[config.mk]
export PLATFORM = sky130hd
export DESIGN_NAME = spectrum_meter_ballistics
export DESIGN_NICKNAME = d
export VERILOG_FILES = /design/src/hdl/smb_pkg.sv /design/src/hdl/spectrum_meter_ballistics.sv /design/src/hdl/smb_ram.sv /design/src/hdl/smb_ctrl.sv /design/src/hdl/smb_dpath.sv
export SDC_FILE = /design/constraint.sdc
export NUM_CORES = 2
export LEC_CHECK = 0
export BUFFER_PORTS_ARGS = -buffer_cell sky130_fd_sc_hd__clkbuf_2
export CORE_ASPECT_RATIO = 0.5
export CORE_UTILIZATION = 45
export CTS_CLUSTER_SIZE = 8
export DETAILED_ROUTE_END_ITERATION = 7
export GPL_ROUTABILITY_DRIVEN = 0
export GPL_TIMING_DRIVEN = 0
export SLEW_MARGIN = 20
export SYNTH_ARGS = -nofsm -noshare
export SYNTH_HDL_FRONTEND = slang
export SYNTH_SLANG_ARGS = --single-unit
[constraint.sdc]
create_clock -name clk -period 9.31 [get_ports clk]
set_input_delay 0.931 -clock clk [delete_from_list [all_inputs] [get_ports clk]]
set_output_delay 0.931 -clock clk [all_outputs]
set_load 0.02 [all_outputs]
[src/hdl/smb_pkg.sv]
// Shared constants, types and register codes of the spectrum meter ballistics block.
package smb_pkg;

  localparam int NUM_BINS  = 64;
  localparam int BASS_BINS = 8;

  localparam int BIN_W   = 6;
  localparam int LVL_W   = 16;
  localparam int SUM_W   = 19;
  localparam int FLASH_W = 8;
  localparam int PROD_W  = 2 * LVL_W;
  localparam int RAM_W   = 3 * LVL_W;
  localparam logic [SUM_W-1:0] SUM_MAX = {SUM_W{1'b1}};
  localparam logic [PROD_W-1:0] ROUND_HALF = PROD_W'(1) << (LVL_W - 1);

  // Stream widths.
  localparam int IN_TDATA_W  = 24;
  localparam int OUT_TDATA_W = 40;

  // Configuration register indexes.
  localparam int CFG_IDX_W = 3;
  localparam logic [CFG_IDX_W-1:0] REG_RISE_GAIN      = 3'd0;
  localparam logic [CFG_IDX_W-1:0] REG_FALL_GAIN      = 3'd1;
  localparam logic [CFG_IDX_W-1:0] REG_PEAK_ACCEL     = 3'd2;
  localparam logic [CFG_IDX_W-1:0] REG_AVERAGE_WEIGHT = 3'd3;
  localparam logic [CFG_IDX_W-1:0] REG_BEAT_RATIO     = 3'd4;
  localparam logic [CFG_IDX_W-1:0] REG_BEAT_FLOOR     = 3'd5;
  localparam logic [CFG_IDX_W-1:0] REG_FLASH_FRAMES   = 3'd6;

  // Input function codes.
  localparam logic FUNC_BIN   = 1'b0;
  localparam logic FUNC_CLEAR = 1'b1;

  typedef struct packed {
    logic [LVL_W-1:0]   rise_gain;
    logic [LVL_W-1:0]   fall_gain;
    logic [LVL_W-1:0]   peak_accel;
    logic [LVL_W-1:0]   average_weight;
    logic [LVL_W-1:0]   beat_ratio;
    logic [LVL_W-1:0]   beat_floor;
    logic [FLASH_W-1:0] flash_frames;
  } smb_cfg_t;

  // Commands from controller to datapath.
  typedef struct packed {
    logic load_in;
    logic clear_pk;
    logic mul_ease;
    logic upd_shown;
    logic upd_peak;
    logic mul_avg;
    logic upd_avg;
    logic mul_beat;
    logic upd_beat;
    logic load_out;
  } smb_cmd_t;

  // Status from datapath to controller.
  typedef struct packed {
    logic in_clear;
    logic in_range;
    logic last;
    logic out_free;
  } smb_stat_t;

  typedef enum logic [8:0] {
    S_IDLE = 9'b000000001,
    S_MUL  = 9'b000000010,
    S_STEP = 9'b000000100,
    S_PEAK = 9'b000001000,
    S_AMUL = 9'b000010000,
    S_AUPD = 9'b000100000,
    S_BMUL = 9'b001000000,
    S_BEAT = 9'b010000000,
    S_OUT  = 9'b100000000
  } smb_state_t;

endpackage

[src/hdl/spectrum_meter_ballistics.sv]
// Top level of the spectrum meter ballistics block: configuration registers, controller, datapath.
// A bin result passes through the states MUL, STEP and PEAK (and AMUL, AUPD, BMUL and BEAT on the last bin)
// before S_OUT loads the output register, waiting there while it is not free; a new bin waits until then.
// A clear item leaves the input open. The sequence follows the bin RAM read-modify-write and the one shared multiplier.
// Reset (synchronous, rst_n low) zeroes all bin levels, peaks and speeds through valid bits at once,
// clears the bass state and restores the default register values; no clearing pass is needed.
module spectrum_meter_ballistics import smb_pkg::*; (
  input  logic                   clk,
  input  logic                   rst_n,
  // Input stream
  input  logic                   in_tvalid,
  output logic                   in_tready,
  input  logic [IN_TDATA_W-1:0]  in_tdata,   // [5:0] bin_index, [21:6] level, [23:22] zero
  input  logic                   in_tuser,   // [0] func
  // Result stream
  output logic                   out_tvalid,
  input  logic                   out_tready,
  output logic [OUT_TDATA_W-1:0] out_tdata,  // [5:0] out_bin, [21:6] shown_level,
                                             // [37:22] peak_level, [39:38] zero
  output logic                   out_tlast,  // frame_end
  output logic                   out_tuser,  // [0] beat_active
  // Configuration write channel
  input  logic                   cfg_valid,
  output logic                   cfg_ready,
  input  logic [CFG_IDX_W-1:0]   cfg_index,
  input  logic [LVL_W-1:0]       cfg_data
);

  smb_cfg_t  cfg_r;
  smb_cmd_t  cmd;
  smb_stat_t stat;

  // Registers take a write in any cycle; the user must write only while idle, the block does not enforce it.
  assign cfg_ready = 1'b1;

  always_ff @(posedge clk) begin
    if (!rst_n) begin
      cfg_r.rise_gain      <= 16'd26214;
      cfg_r.fall_gain      <= 16'd16384;
      cfg_r.peak_accel     <= 16'd393;
      cfg_r.average_weight <= 16'd3277;
      cfg_r.beat_ratio     <= 16'd5734;
      cfg_r.beat_floor     <= 16'd26214;
      cfg_r.flash_frames   <= 8'd6;
    end else if (cfg_valid && cfg_ready) begin
      case (cfg_index)
        REG_RISE_GAIN:      cfg_r.rise_gain      <= cfg_data;
        REG_FALL_GAIN:      cfg_r.fall_gain      <= cfg_data;
        REG_PEAK_ACCEL:     cfg_r.peak_accel     <= cfg_data;
        REG_AVERAGE_WEIGHT: cfg_r.average_weight <= cfg_data;
        REG_BEAT_RATIO:     cfg_r.beat_ratio     <= cfg_data;
        REG_BEAT_FLOOR:     cfg_r.beat_floor     <= cfg_data;
        REG_FLASH_FRAMES:   cfg_r.flash_frames   <= cfg_data[FLASH_W-1:0];
        default: begin
          // Drop writes to unknown indexes.
        end
      endcase
    end
  end

  // Sequence each bin through read, ease, peak/write and, on the last bin, the frame work.
  smb_ctrl u_ctrl (
    .clk       (clk),
    .rst_n     (rst_n),
    .in_tvalid (in_tvalid),
    .in_tready (in_tready),
    .stat      (stat),
    .cmd       (cmd)
  );

  // Hold the bin memory, arithmetic and the output register.
  smb_dpath u_dpath (
    .clk        (clk),
    .rst_n      (rst_n),
    .cmd        (cmd),
    .stat       (stat),
    .cfg        (cfg_r),
    .in_tdata   (in_tdata),
    .in_tuser   (in_tuser),
    .out_tvalid (out_tvalid),
    .out_tready (out_tready),
    .out_tdata  (out_tdata),
    .out_tlast  (out_tlast),
    .out_tuser  (out_tuser)
  );

  // A beat flag only ever rides on the last bin of a frame.
  a_beat_on_frame_end: assert property (@(posedge clk) disable iff (!rst_n)
    (out_tvalid && out_tuser) |-> out_tlast)
    else $error("beat flag without frame end");

  // The frame end marks the highest bin.
  a_frame_end_bin: assert property (@(posedge clk) disable iff (!rst_n)
    (out_tvalid && out_tlast) |-> (out_tdata[BIN_W-1:0] == BIN_W'(NUM_BINS - 1)))
    else $error("frame end on wrong bin");

  // A clear transfer finishes at once and leaves the input open.
  a_clear_one_cycle: assert property (@(posedge clk) disable iff (!rst_n)
    (in_tvalid && in_tready && (in_tuser == FUNC_CLEAR)) |=> in_tready)
    else $error("clear transfer stalled input");

  // A bin transfer starts the update sequence and closes the input.
  a_bin_busy: assert property (@(posedge clk) disable iff (!rst_n)
    (in_tvalid && in_tready && (in_tuser == FUNC_BIN)
      && (32'(in_tdata[BIN_W-1:0]) < NUM_BINS)) |=> !in_tready)
    else $error("input open during bin update");

endmodule

[src/hdl/smb_ram.sv]
// Generic single-port-write, registered-read RAM.
module smb_ram #(
  parameter int WIDTH = 8,
  parameter int DEPTH = 16
) (
  input  logic                     clk,
  input  logic                     we,
  input  logic [$clog2(DEPTH)-1:0] waddr,
  input  logic [WIDTH-1:0]         wdata,
  input  logic                     re,
  input  logic [$clog2(DEPTH)-1:0] raddr,
  output logic [WIDTH-1:0]         rdata
);

  logic [WIDTH-1:0] mem [DEPTH];
  logic [WIDTH-1:0] rdata_r;

  always_ff @(posedge clk) begin
    if (we) begin
      mem[waddr] <= wdata;
    end
    if (re) begin
      rdata_r <= mem[raddr];
    end
  end

  assign rdata = rdata_r;

endmodule

[src/hdl/smb_ctrl.sv]
// Controller state machine sequencing one bin update and the frame-end work.
module smb_ctrl import smb_pkg::*; (
  input  logic      clk,
  input  logic      rst_n,
  input  logic      in_tvalid,
  output logic      in_tready,
  input  smb_stat_t stat,
  output smb_cmd_t  cmd
);

  smb_state_t state_r, state_nxt;
  logic       accept;

  assign in_tready = (state_r == S_IDLE);
  assign accept    = in_tvalid & in_tready;

  always_comb begin
    state_nxt = state_r;
    cmd       = '0;
    case (state_r)
      S_IDLE: begin
        cmd.load_in  = accept;
        cmd.clear_pk = accept & stat.in_clear;
        if (accept && !stat.in_clear && stat.in_range) begin
          state_nxt = S_MUL;
        end
      end
      S_MUL: begin
        cmd.mul_ease = 1'b1;
        state_nxt    = S_STEP;
      end
      S_STEP: begin
        cmd.upd_shown = 1'b1;
        state_nxt     = S_PEAK;
      end
      S_PEAK: begin
        cmd.upd_peak = 1'b1;
        state_nxt    = stat.last ? S_AMUL : S_OUT;
      end
      S_AMUL: begin
        cmd.mul_avg = 1'b1;
        state_nxt   = S_AUPD;
      end
      S_AUPD: begin
        cmd.upd_avg = 1'b1;
        state_nxt   = S_BMUL;
      end
      S_BMUL: begin
        cmd.mul_beat = 1'b1;
        state_nxt    = S_BEAT;
      end
      S_BEAT: begin
        cmd.upd_beat = 1'b1;
        state_nxt    = S_OUT;
      end
      S_OUT: begin
        // Hold until the output register is free.
        if (stat.out_free) begin
          cmd.load_out = 1'b1;
          state_nxt    = S_IDLE;
        end
      end
      default: begin
        state_nxt = S_IDLE;
      end
    endcase
  end

  always_ff @(posedge clk) begin
    if (!rst_n) begin
      state_r <= S_IDLE;
    end else begin
      state_r <= state_nxt;
    end
  end

endmodule

[src/hdl/smb_dpath.sv]
// Datapath: bin memory, shared multiplier, easing, peak hold, bass average and output register.
module smb_dpath import smb_pkg::*; (
  input  logic                   clk,
  input  logic                   rst_n,
  input  smb_cmd_t               cmd,
  output smb_stat_t              stat,
  input  smb_cfg_t               cfg,
  input  logic [IN_TDATA_W-1:0]  in_tdata,
  input  logic                   in_tuser,
  output logic                   out_tvalid,
  input  logic                   out_tready,
  output logic [OUT_TDATA_W-1:0] out_tdata,
  output logic                   out_tlast,
  output logic                   out_tuser
);

  logic [BIN_W-1:0] in_bin;
  logic [LVL_W-1:0] in_level;

  logic [BIN_W-1:0] bin_r;
  logic [LVL_W-1:0] level_r;
  logic [NUM_BINS-1:0] shown_vld_r, pk_vld_r;

  logic             ram_we;
  logic [RAM_W-1:0] ram_wdata, ram_rdata;

  logic [LVL_W-1:0] shown_old, peak_old, speed_old;
  logic             rising_r, rising;
  logic [LVL_W-1:0] gain, diff;
  logic [LVL_W-1:0] mul_a, mul_b;
  logic [PROD_W-1:0] prod_r, prod_rnd;
  logic [LVL_W-1:0] step;
  logic [LVL_W-1:0] shown_new_r, peak_new_r;
  logic [LVL_W-1:0] peak_calc, speed_calc;
  logic [LVL_W:0]   speed_sum;

  logic [SUM_W-1:0] bass_sum_r, sum_base, sum_calc;
  logic [SUM_W:0]   sum_ext;
  logic             bass_bin, last;

  logic [LVL_W-1:0] mean, mean_r, avg_r, avg_diff;
  logic             avg_up;
  logic [FLASH_W-1:0] flash_r, flash_nxt;
  logic [PROD_W-1:0] mean_scaled;
  logic             beat, beat_r;

  logic                  out_tvalid_r;
  logic [BIN_W-1:0]      out_bin_r;
  logic [LVL_W-1:0]      out_shown_r, out_peak_r;
  logic                  out_last_r, out_beat_r;

  // Unpack the incoming item.
  assign in_bin   = in_tdata[BIN_W-1:0];
  assign in_level = in_tdata[BIN_W+LVL_W-1:BIN_W];

  assign stat.in_clear = (in_tuser == FUNC_CLEAR);
  assign stat.in_range = (32'(in_bin) < NUM_BINS);
  assign last          = (bin_r == BIN_W'(NUM_BINS - 1));
  assign stat.last     = last;
  assign stat.out_free = !out_tvalid_r || out_tready;

  // One word per bin: {speed, peak, shown}.
  smb_ram #(
    .WIDTH (RAM_W),
    .DEPTH (NUM_BINS)
  ) u_bin_ram (
    .clk   (clk),
    .we    (ram_we),
    .waddr (bin_r),
    .wdata (ram_wdata),
    .re    (cmd.load_in),
    .raddr (in_bin),
    .rdata (ram_rdata)
  );

  // Entries never written since reset read as zero; after a clear, peaks and speeds do too.
  assign shown_old = shown_vld_r[bin_r] ? ram_rdata[LVL_W-1:0] : '0;
  assign peak_old  = pk_vld_r[bin_r] ? ram_rdata[2*LVL_W-1:LVL_W] : '0;
  assign speed_old = pk_vld_r[bin_r] ? ram_rdata[3*LVL_W-1:2*LVL_W] : '0;

  // Easing of the shown level.
  assign rising = (level_r > shown_old);
  assign gain   = rising ? cfg.rise_gain : cfg.fall_gain;
  assign diff   = rising ? (level_r - shown_old) : (shown_old - level_r);

  // Frame mean and its easing into the running average.
  assign mean     = LVL_W'(bass_sum_r / BASS_BINS);
  assign avg_up   = (mean > avg_r);
  assign avg_diff = avg_up ? (mean - avg_r) : (avg_r - mean);

  // Shared multiplier operand select.
  always_comb begin
    mul_a = diff;
    mul_b = gain;
    if (cmd.mul_avg) begin
      mul_a = avg_diff;
      mul_b = cfg.average_weight;
    end else if (cmd.mul_beat) begin
      mul_a = avg_r;
      mul_b = cfg.beat_ratio;
    end
  end

  assign prod_rnd = prod_r + ROUND_HALF;
  assign step     = prod_rnd[PROD_W-1:LVL_W];

  // Peak hold with accelerating fall.
  assign speed_sum = (LVL_W+1)'(speed_old) + (LVL_W+1)'(cfg.peak_accel);
  always_comb begin
    if (shown_new_r > peak_old) begin
      peak_calc  = shown_new_r;
      speed_calc = '0;
    end else begin
      speed_calc = speed_sum[LVL_W] ? {LVL_W{1'b1}} : speed_sum[LVL_W-1:0];
      peak_calc  = (peak_old > speed_calc) ? (peak_old - speed_calc) : '0;
    end
  end

  assign ram_we    = cmd.upd_peak;
  assign ram_wdata = {speed_calc, peak_calc, shown_new_r};

  // Bass sum, restarted at bin zero, saturating.
  assign bass_bin = (32'(bin_r) < BASS_BINS);
  assign sum_base = (bin_r == '0) ? '0 : bass_sum_r;
  assign sum_ext  = (SUM_W+1)'(sum_base) + (SUM_W+1)'(level_r);
  assign sum_calc = sum_ext[SUM_W] ? SUM_MAX : sum_ext[SUM_W-1:0];

  // Beat test against the updated average.
  assign mean_scaled = PROD_W'(mean_r) << 12;
  assign beat        = (mean_scaled > prod_r) && (mean_r > cfg.beat_floor);
  always_comb begin
    flash_nxt = flash_r;
    if (beat) begin
      flash_nxt = cfg.flash_frames;
    end else if (flash_r != '0) begin
      flash_nxt = flash_r - FLASH_W'(1);
    end
  end

  // Payload registers.
  always_ff @(posedge clk) begin
    if (cmd.load_in) begin
      bin_r   <= in_bin;
      level_r <= in_level;
    end
    if (cmd.mul_ease || cmd.mul_avg || cmd.mul_beat) begin
      prod_r <= mul_a * mul_b;
    end
    if (cmd.mul_ease) begin
      rising_r <= rising;
    end
    if (cmd.mul_avg) begin
      mean_r   <= mean;
      rising_r <= avg_up;
    end
    if (cmd.upd_shown) begin
      shown_new_r <= rising_r ? (shown_old + step) : (shown_old - step);
    end
    if (cmd.upd_peak) begin
      peak_new_r <= peak_calc;
    end
    if (cmd.upd_beat) begin
      beat_r <= (flash_nxt != '0);
    end
    if (cmd.load_out) begin
      out_bin_r   <= bin_r;
      out_shown_r <= shown_new_r;
      out_peak_r  <= peak_new_r;
      out_last_r  <= last;
      out_beat_r  <= last & beat_r;
    end
  end

  // State registers.
  always_ff @(posedge clk) begin
    if (!rst_n) begin
      shown_vld_r  <= '0;
      pk_vld_r     <= '0;
      bass_sum_r   <= '0;
      avg_r        <= '0;
      flash_r      <= '0;
      out_tvalid_r <= 1'b0;
    end else begin
      if (cmd.clear_pk) begin
        pk_vld_r <= '0;
      end
      if (cmd.upd_peak) begin
        shown_vld_r[bin_r] <= 1'b1;
        pk_vld_r[bin_r]    <= 1'b1;
        if (bass_bin) begin
          bass_sum_r <= sum_calc;
        end else if (bin_r == '0) begin
          bass_sum_r <= '0;
        end
      end
      if (cmd.upd_avg) begin
        avg_r <= rising_r ? (avg_r + step) : (avg_r - step);
      end
      if (cmd.upd_beat) begin
        flash_r    <= flash_nxt;
        bass_sum_r <= '0;
      end
      if (cmd.load_out) begin
        out_tvalid_r <= 1'b1;
      end else if (out_tready) begin
        out_tvalid_r <= 1'b0;
      end
    end
  end

  assign out_tvalid = out_tvalid_r;
  assign out_tdata  = {2'b00, out_peak_r, out_shown_r, out_bin_r};
  assign out_tlast  = out_last_r;
  assign out_tuser  = out_beat_r;

endmodule

==> results.sh <==
export IMPL_status="finished, violations left"
export IMPL_violations="max-capacitance violations, max-slew violations, negative setup slack"
export IMPL_synth_edf_count=3264
export IMPL_final_design_area_no_fill_sq_um=182000
export IMPL_routed_wirelength_mm=493
export IMPL_ys_top_cells_by_count="sky130_fd_sc_hd__edfxtp_1 (3264), sky130_fd_sc_hd__mux4_2 (998), sky130_fd_sc_hd__nor2_1 (496), sky130_fd_sc_hd__nand2_1 (459), sky130_fd_sc_hd__inv_1 (384)"
export IMPL_worst_skew_pair_late_latency_ps=1000
export IMPL_fmax_mhz=93.5
export IMPL_skew_ps=82.4
export IMPL_detailroute_via_count=88800
export IMPL_grt_overflow=0
export IMPL_core_region_area_sq_um=334000
export IMPL_finish_cell_count_without_fillers=14000
export IMPL_clock_root_buffer="sky130_fd_sc_hd__clkbuf_16"
export IMPL_placementRows=150
export IMPL_placed_cells_incl_taps=13300
export IMPL_cell_taking_the_most_area_after_synthesis="sky130_fd_sc_hd__edfxtp_1"
export IMPL_maximum_clock_path_buffer_count=4
export IMPL_setup_repair_after_global_routing_missed_its_margin="true"
export IMPL_r2r_end="u_dpath.prod_r[31]$_DFFE_PP_"
export IMPL_ys_seq_elements=3549
export IMPL_worst_ir_drop_vdd_v=0.00126
export IMPL_detailedPlacementHpwl_mm=332
export IMPL_post_cts_hold_buffer_count=0
export IMPL_setup_viol=22
export IMPL_syn_mean_instance_area_sq_um=18.1
export IMPL_finalCritPeriodShare_pct=115
export IMPL_floorplan_die_area_sq_um=339000
export IMPL_global_route_usage_total_pct=27.9
export IMPL_maxSlewViolCount=13
export IMPL_nNetsFinal=10000
export IMPL_synth_yosys_warnings=0
export IMPL_netlist_top_cells_area="sky130_fd_sc_hd__edfxtp_1 (65%), sky130_fd_sc_hd__mux4_2 (15%), sky130_fd_sc_hd__dfxtp_1 (3.8%)"
export IMPL_syn_instance_count=8380
export IMPL_firstDrtPassIters=8
export IMPL_initial_antenna_violation_count=31
export IMPL_least_margin_pin_slew_ps=1610
export IMPL_cp_arrival_ps=11350
export IMPL_required_ps=9970
export IMPL_setup_ws_ps=-1380
export IMPL_p_per_area_nw_per_um2=295
export IMPL_r2r_cells=45
export IMPL_final_layout_size_suffix_gt1_share_pct=28.3
export IMPL_max_slew_margin_pct=-7.69
export IMPL_yosys_cell_types_count=99
export IMPL_post_route_drc_count=0
export IMPL_sequential_to_total_area_share_from_yosys_stat_pct=68.5
export IMPL_crit_slowest_cell="sky130_fd_sc_hd__fa_1"
export IMPL_place_port_buffers=88
export IMPL_synthFlopType="sky130_fd_sc_hd__edfxtp_1"
export IMPL_clock_tree_htree_level_count=5
export IMPL_cpPeakStageDelay_ps=540
export IMPL_start_util_pct=45.3
export IMPL_tritoncts_clock_tree="yes"
export IMPL_ys_async_sr_fraction_pct=0
export IMPL_cp_max_fo=8
export IMPL_min_period_ps=10690
export IMPL_drt_iter0_drc=13100
export IMPL_hold_end="u_dpath.level_r[3]$_DFFE_PP_"
export IMPL_fin_setup_tns_ps=-20710
export IMPL_synth_cell_area_sq_um=151000
export IMPL_pin_count_of_the_biggest_net_entering_global_routing=66
export IMPL_hp_start="in_tdata[9]"
export IMPL_hold_path_cell_count=1
export IMPL_netlist_area_leader_share_pct=64.7
export IMPL_layout_filler_cells=25700
export IMPL_vias_per_std_cell=6.32
export IMPL_dieHeight_um=412
export IMPL_cap_violations=2
export IMPL_boundaryPins=94
export IMPL_r2r_slack_ps=-1380
export IMPL_crit_path_end_kind="flip-flop"
export IMPL_crit_path_start_kind="flip-flop"
export IMPL_post_dp_cell_area_sq_um=165000
export IMPL_r2r_start="u_dpath.bin_r[0]$_DFFE_PP_"
export IMPL_cts_buffers=485
export IMPL_power_leakage_nw=61.7
export IMPL_die_width_um=822
export IMPL_first_global_vias=86100
export IMPL_worstHoldPathType="in -> reg"
export IMPL_top_count_cell_post_synth="sky130_fd_sc_hd__edfxtp_1"
export IMPL_post_drt_antenna_nets=0
export IMPL_timing_final_hold_violations=0
export IMPL_tritoncts_num_sinks=3549
export IMPL_clk_pin_slew_ps=50
export IMPL_detail_route_wl_per_cell_um=35.1
export IMPL_area_growth_pct=20.0
export IMPL_setup_worst_path_class="reg -> reg"
export IMPL_grt_pass1_wl_mm=664
-- layer usage --
| layer | global-route usage, % | wire (um) | vias to the layer above |
|---|---|---|---|
| met2 | 42.2 | 220000 | 5432 |
| li1 | - | - | 35300 |
| met1 | 39.4 | 194000 | 47000 |
| met5 | 0 | 82 | - |
| met4 | 11.3 | 23200 | 12 |
| met3 | 6.70 | 56700 | 1059 |
-- logic make-up (layout without fill, tap and decap cells) --
kind of cell	count (synthesis)	in the layout	share of synthesized area, %
simple gates	1457	1457	4.37
xor+xnor	137	137	0.792
mux	1088	1088	15.5
fa+ha+maj	499	499	5.13
flops	3549	3549	68.5
buf+inv	787	1932	2.06
compound gates	861	892	3.69
other cells	2	9	0.00496
-- metrics by stage --
| stage | setup WS, ps | power [mW] | hold slack (ps) | util [%] |
|---|---|---|---|---|
| 6_report | -1380 | 53.6 | 177 | 54.3 |
| 5_1_grt | -1550 | 55.9 | 156 | 54.3 |
| 4_1_cts | -1360 | 50.8 | 126 | 53.7 |
| 3_5_place_dp | -3680 | 32.6 | 405 | 49.3 |
| 3_3_place_gp | -4160 | 32.5 | 401 | 47.2 |
| 2_1_floorplan | 25.5 | 28.7 | 400 | - |
-- layout make-up --
type / count / area [sq um] / area share [%]
Tap cell: 4484 / 5610 / 3.09
Sequential cell: 3549 / 104000 / 57.1
Multi-Input combinational cell: 4076 / 47300 / 26.0
Buffer: 392 / 2090 / 1.15
Antenna cell: 6 / 15.0 / 0.00827
Clock buffer: 553 / 12500 / 6.87
Inverter: 389 / 1490 / 0.821
Timing Repair Buffer: 583 / 8690 / 4.78
Clock inverter: 15 / 256 / 0.141
-- placed cells by master (no fill, tap or decap), types with 27 or more instances in the layout --
master                      Yosys  final
sky130_fd_sc_hd__buf_16         0     79
sky130_fd_sc_hd__o21ai_0      123    103
sky130_fd_sc_hd__mux2i_1       66     52
sky130_fd_sc_hd__nor2_4         0     82
sky130_fd_sc_hd__buf_12         0    207
sky130_fd_sc_hd__nand2b_1      58     58
sky130_fd_sc_hd__nand3_1      101    100
sky130_fd_sc_hd__clkbuf_2       1    164
sky130_fd_sc_hd__xor2_1        49     46
sky130_fd_sc_hd__and2_1        50     47
sky130_fd_sc_hd__nor3_1        56     46
sky130_fd_sc_hd__nand4_1       37     37
sky130_fd_sc_hd__fa_1         203    192
sky130_fd_sc_hd__buf_2         47     58
sky130_fd_sc_hd__xnor2_1       88     82
sky130_fd_sc_hd__ha_1         296    270
sky130_fd_sc_hd__buf_1         73     32
sky130_fd_sc_hd__buf_8          0     54
sky130_fd_sc_hd__dfxtp_1      285    285
sky130_fd_sc_hd__buf_6          7     41
sky130_fd_sc_hd__edfxtp_1    3264   3264
sky130_fd_sc_hd__nor2_1       496    409
sky130_fd_sc_hd__a21oi_1      318    289
sky130_fd_sc_hd__clkbuf_1     256    237
sky130_fd_sc_hd__clkbuf_16      0    490
sky130_fd_sc_hd__a31oi_1       31     27
sky130_fd_sc_hd__o21a_1        39     39
sky130_fd_sc_hd__a22o_4         0     28
sky130_fd_sc_hd__nor2b_1       89     83
sky130_fd_sc_hd__inv_1        384    347
sky130_fd_sc_hd__nand2_1      459    429
sky130_fd_sc_hd__a21o_1        88     82
sky130_fd_sc_hd__mux4_2       998    998
sky130_fd_sc_hd__inv_2          2     32
sky130_fd_sc_hd__buf_4         14    158
-- timing repair --
item                       4_1_cts  5_1_grt
setup buffers                  106       89
resized for setup              250      226
setup endpoints to repair     1068     1063
pin swaps                      119      123
gates cloned                     8       26
-- critical path: cells and delay by family (launching register included) --
family / cells / cell delay, ps
buf+inv: 14 / 1730
mux: 1 / 280
simple gates: 8 / 1290
fa+ha+maj: 8 / 3350
xor+xnor: 1 / 120
compound gates: 13 / 3080
flops: 1 / 480
-- worst max-delay path by stage --
stage,from,end,slack [ps],depth (start not counted)
2_1_floorplan,u_dpath.bin_r[0]$_DFFE_PP_,u_dpath.prod_r[31]$_DFFE_PP_,30,41
3_3_place_gp,u_dpath.bin_r[2]$_DFFE_PP_,u_dpath.prod_r[31]$_DFFE_PP_,-4160,40
3_5_place_dp,u_dpath.bin_r[2]$_DFFE_PP_,u_dpath.prod_r[30]$_DFFE_PP_,-3680,42
4_1_cts,u_dpath.bin_r[2]$_DFFE_PP_,u_dpath.prod_r[31]$_DFFE_PP_,-1360,45
5_1_grt,u_dpath.bin_r[2]$_DFFE_PP_,u_dpath.prod_r[31]$_DFFE_PP_,-1550,45
6_report,u_dpath.bin_r[0]$_DFFE_PP_,u_dpath.prod_r[31]$_DFFE_PP_,-1380,45
-- registers in the layout, summed over array words and instances (netlist names), 19 cells and up --
| name | cells |
|---|---|
| u_dpath.shown_vld_r | 64 |
| cfg_r | 104 |
| u_dpath.bass_sum_r | 19 |
| u_dpath.u_bin_ram.mem | 3072 |
| u_dpath.prod_r | 32 |
| u_dpath.u_bin_ram.rdata | 48 |
| u_dpath.pk_vld_r | 64 |
-- power by group --
part           switching [mW]  internal, mW
registers               0.111          18.1
logic                    10.9          8.84
clock network            6.38          9.22
No activity file was read; power rests on OpenSTA's default activity.
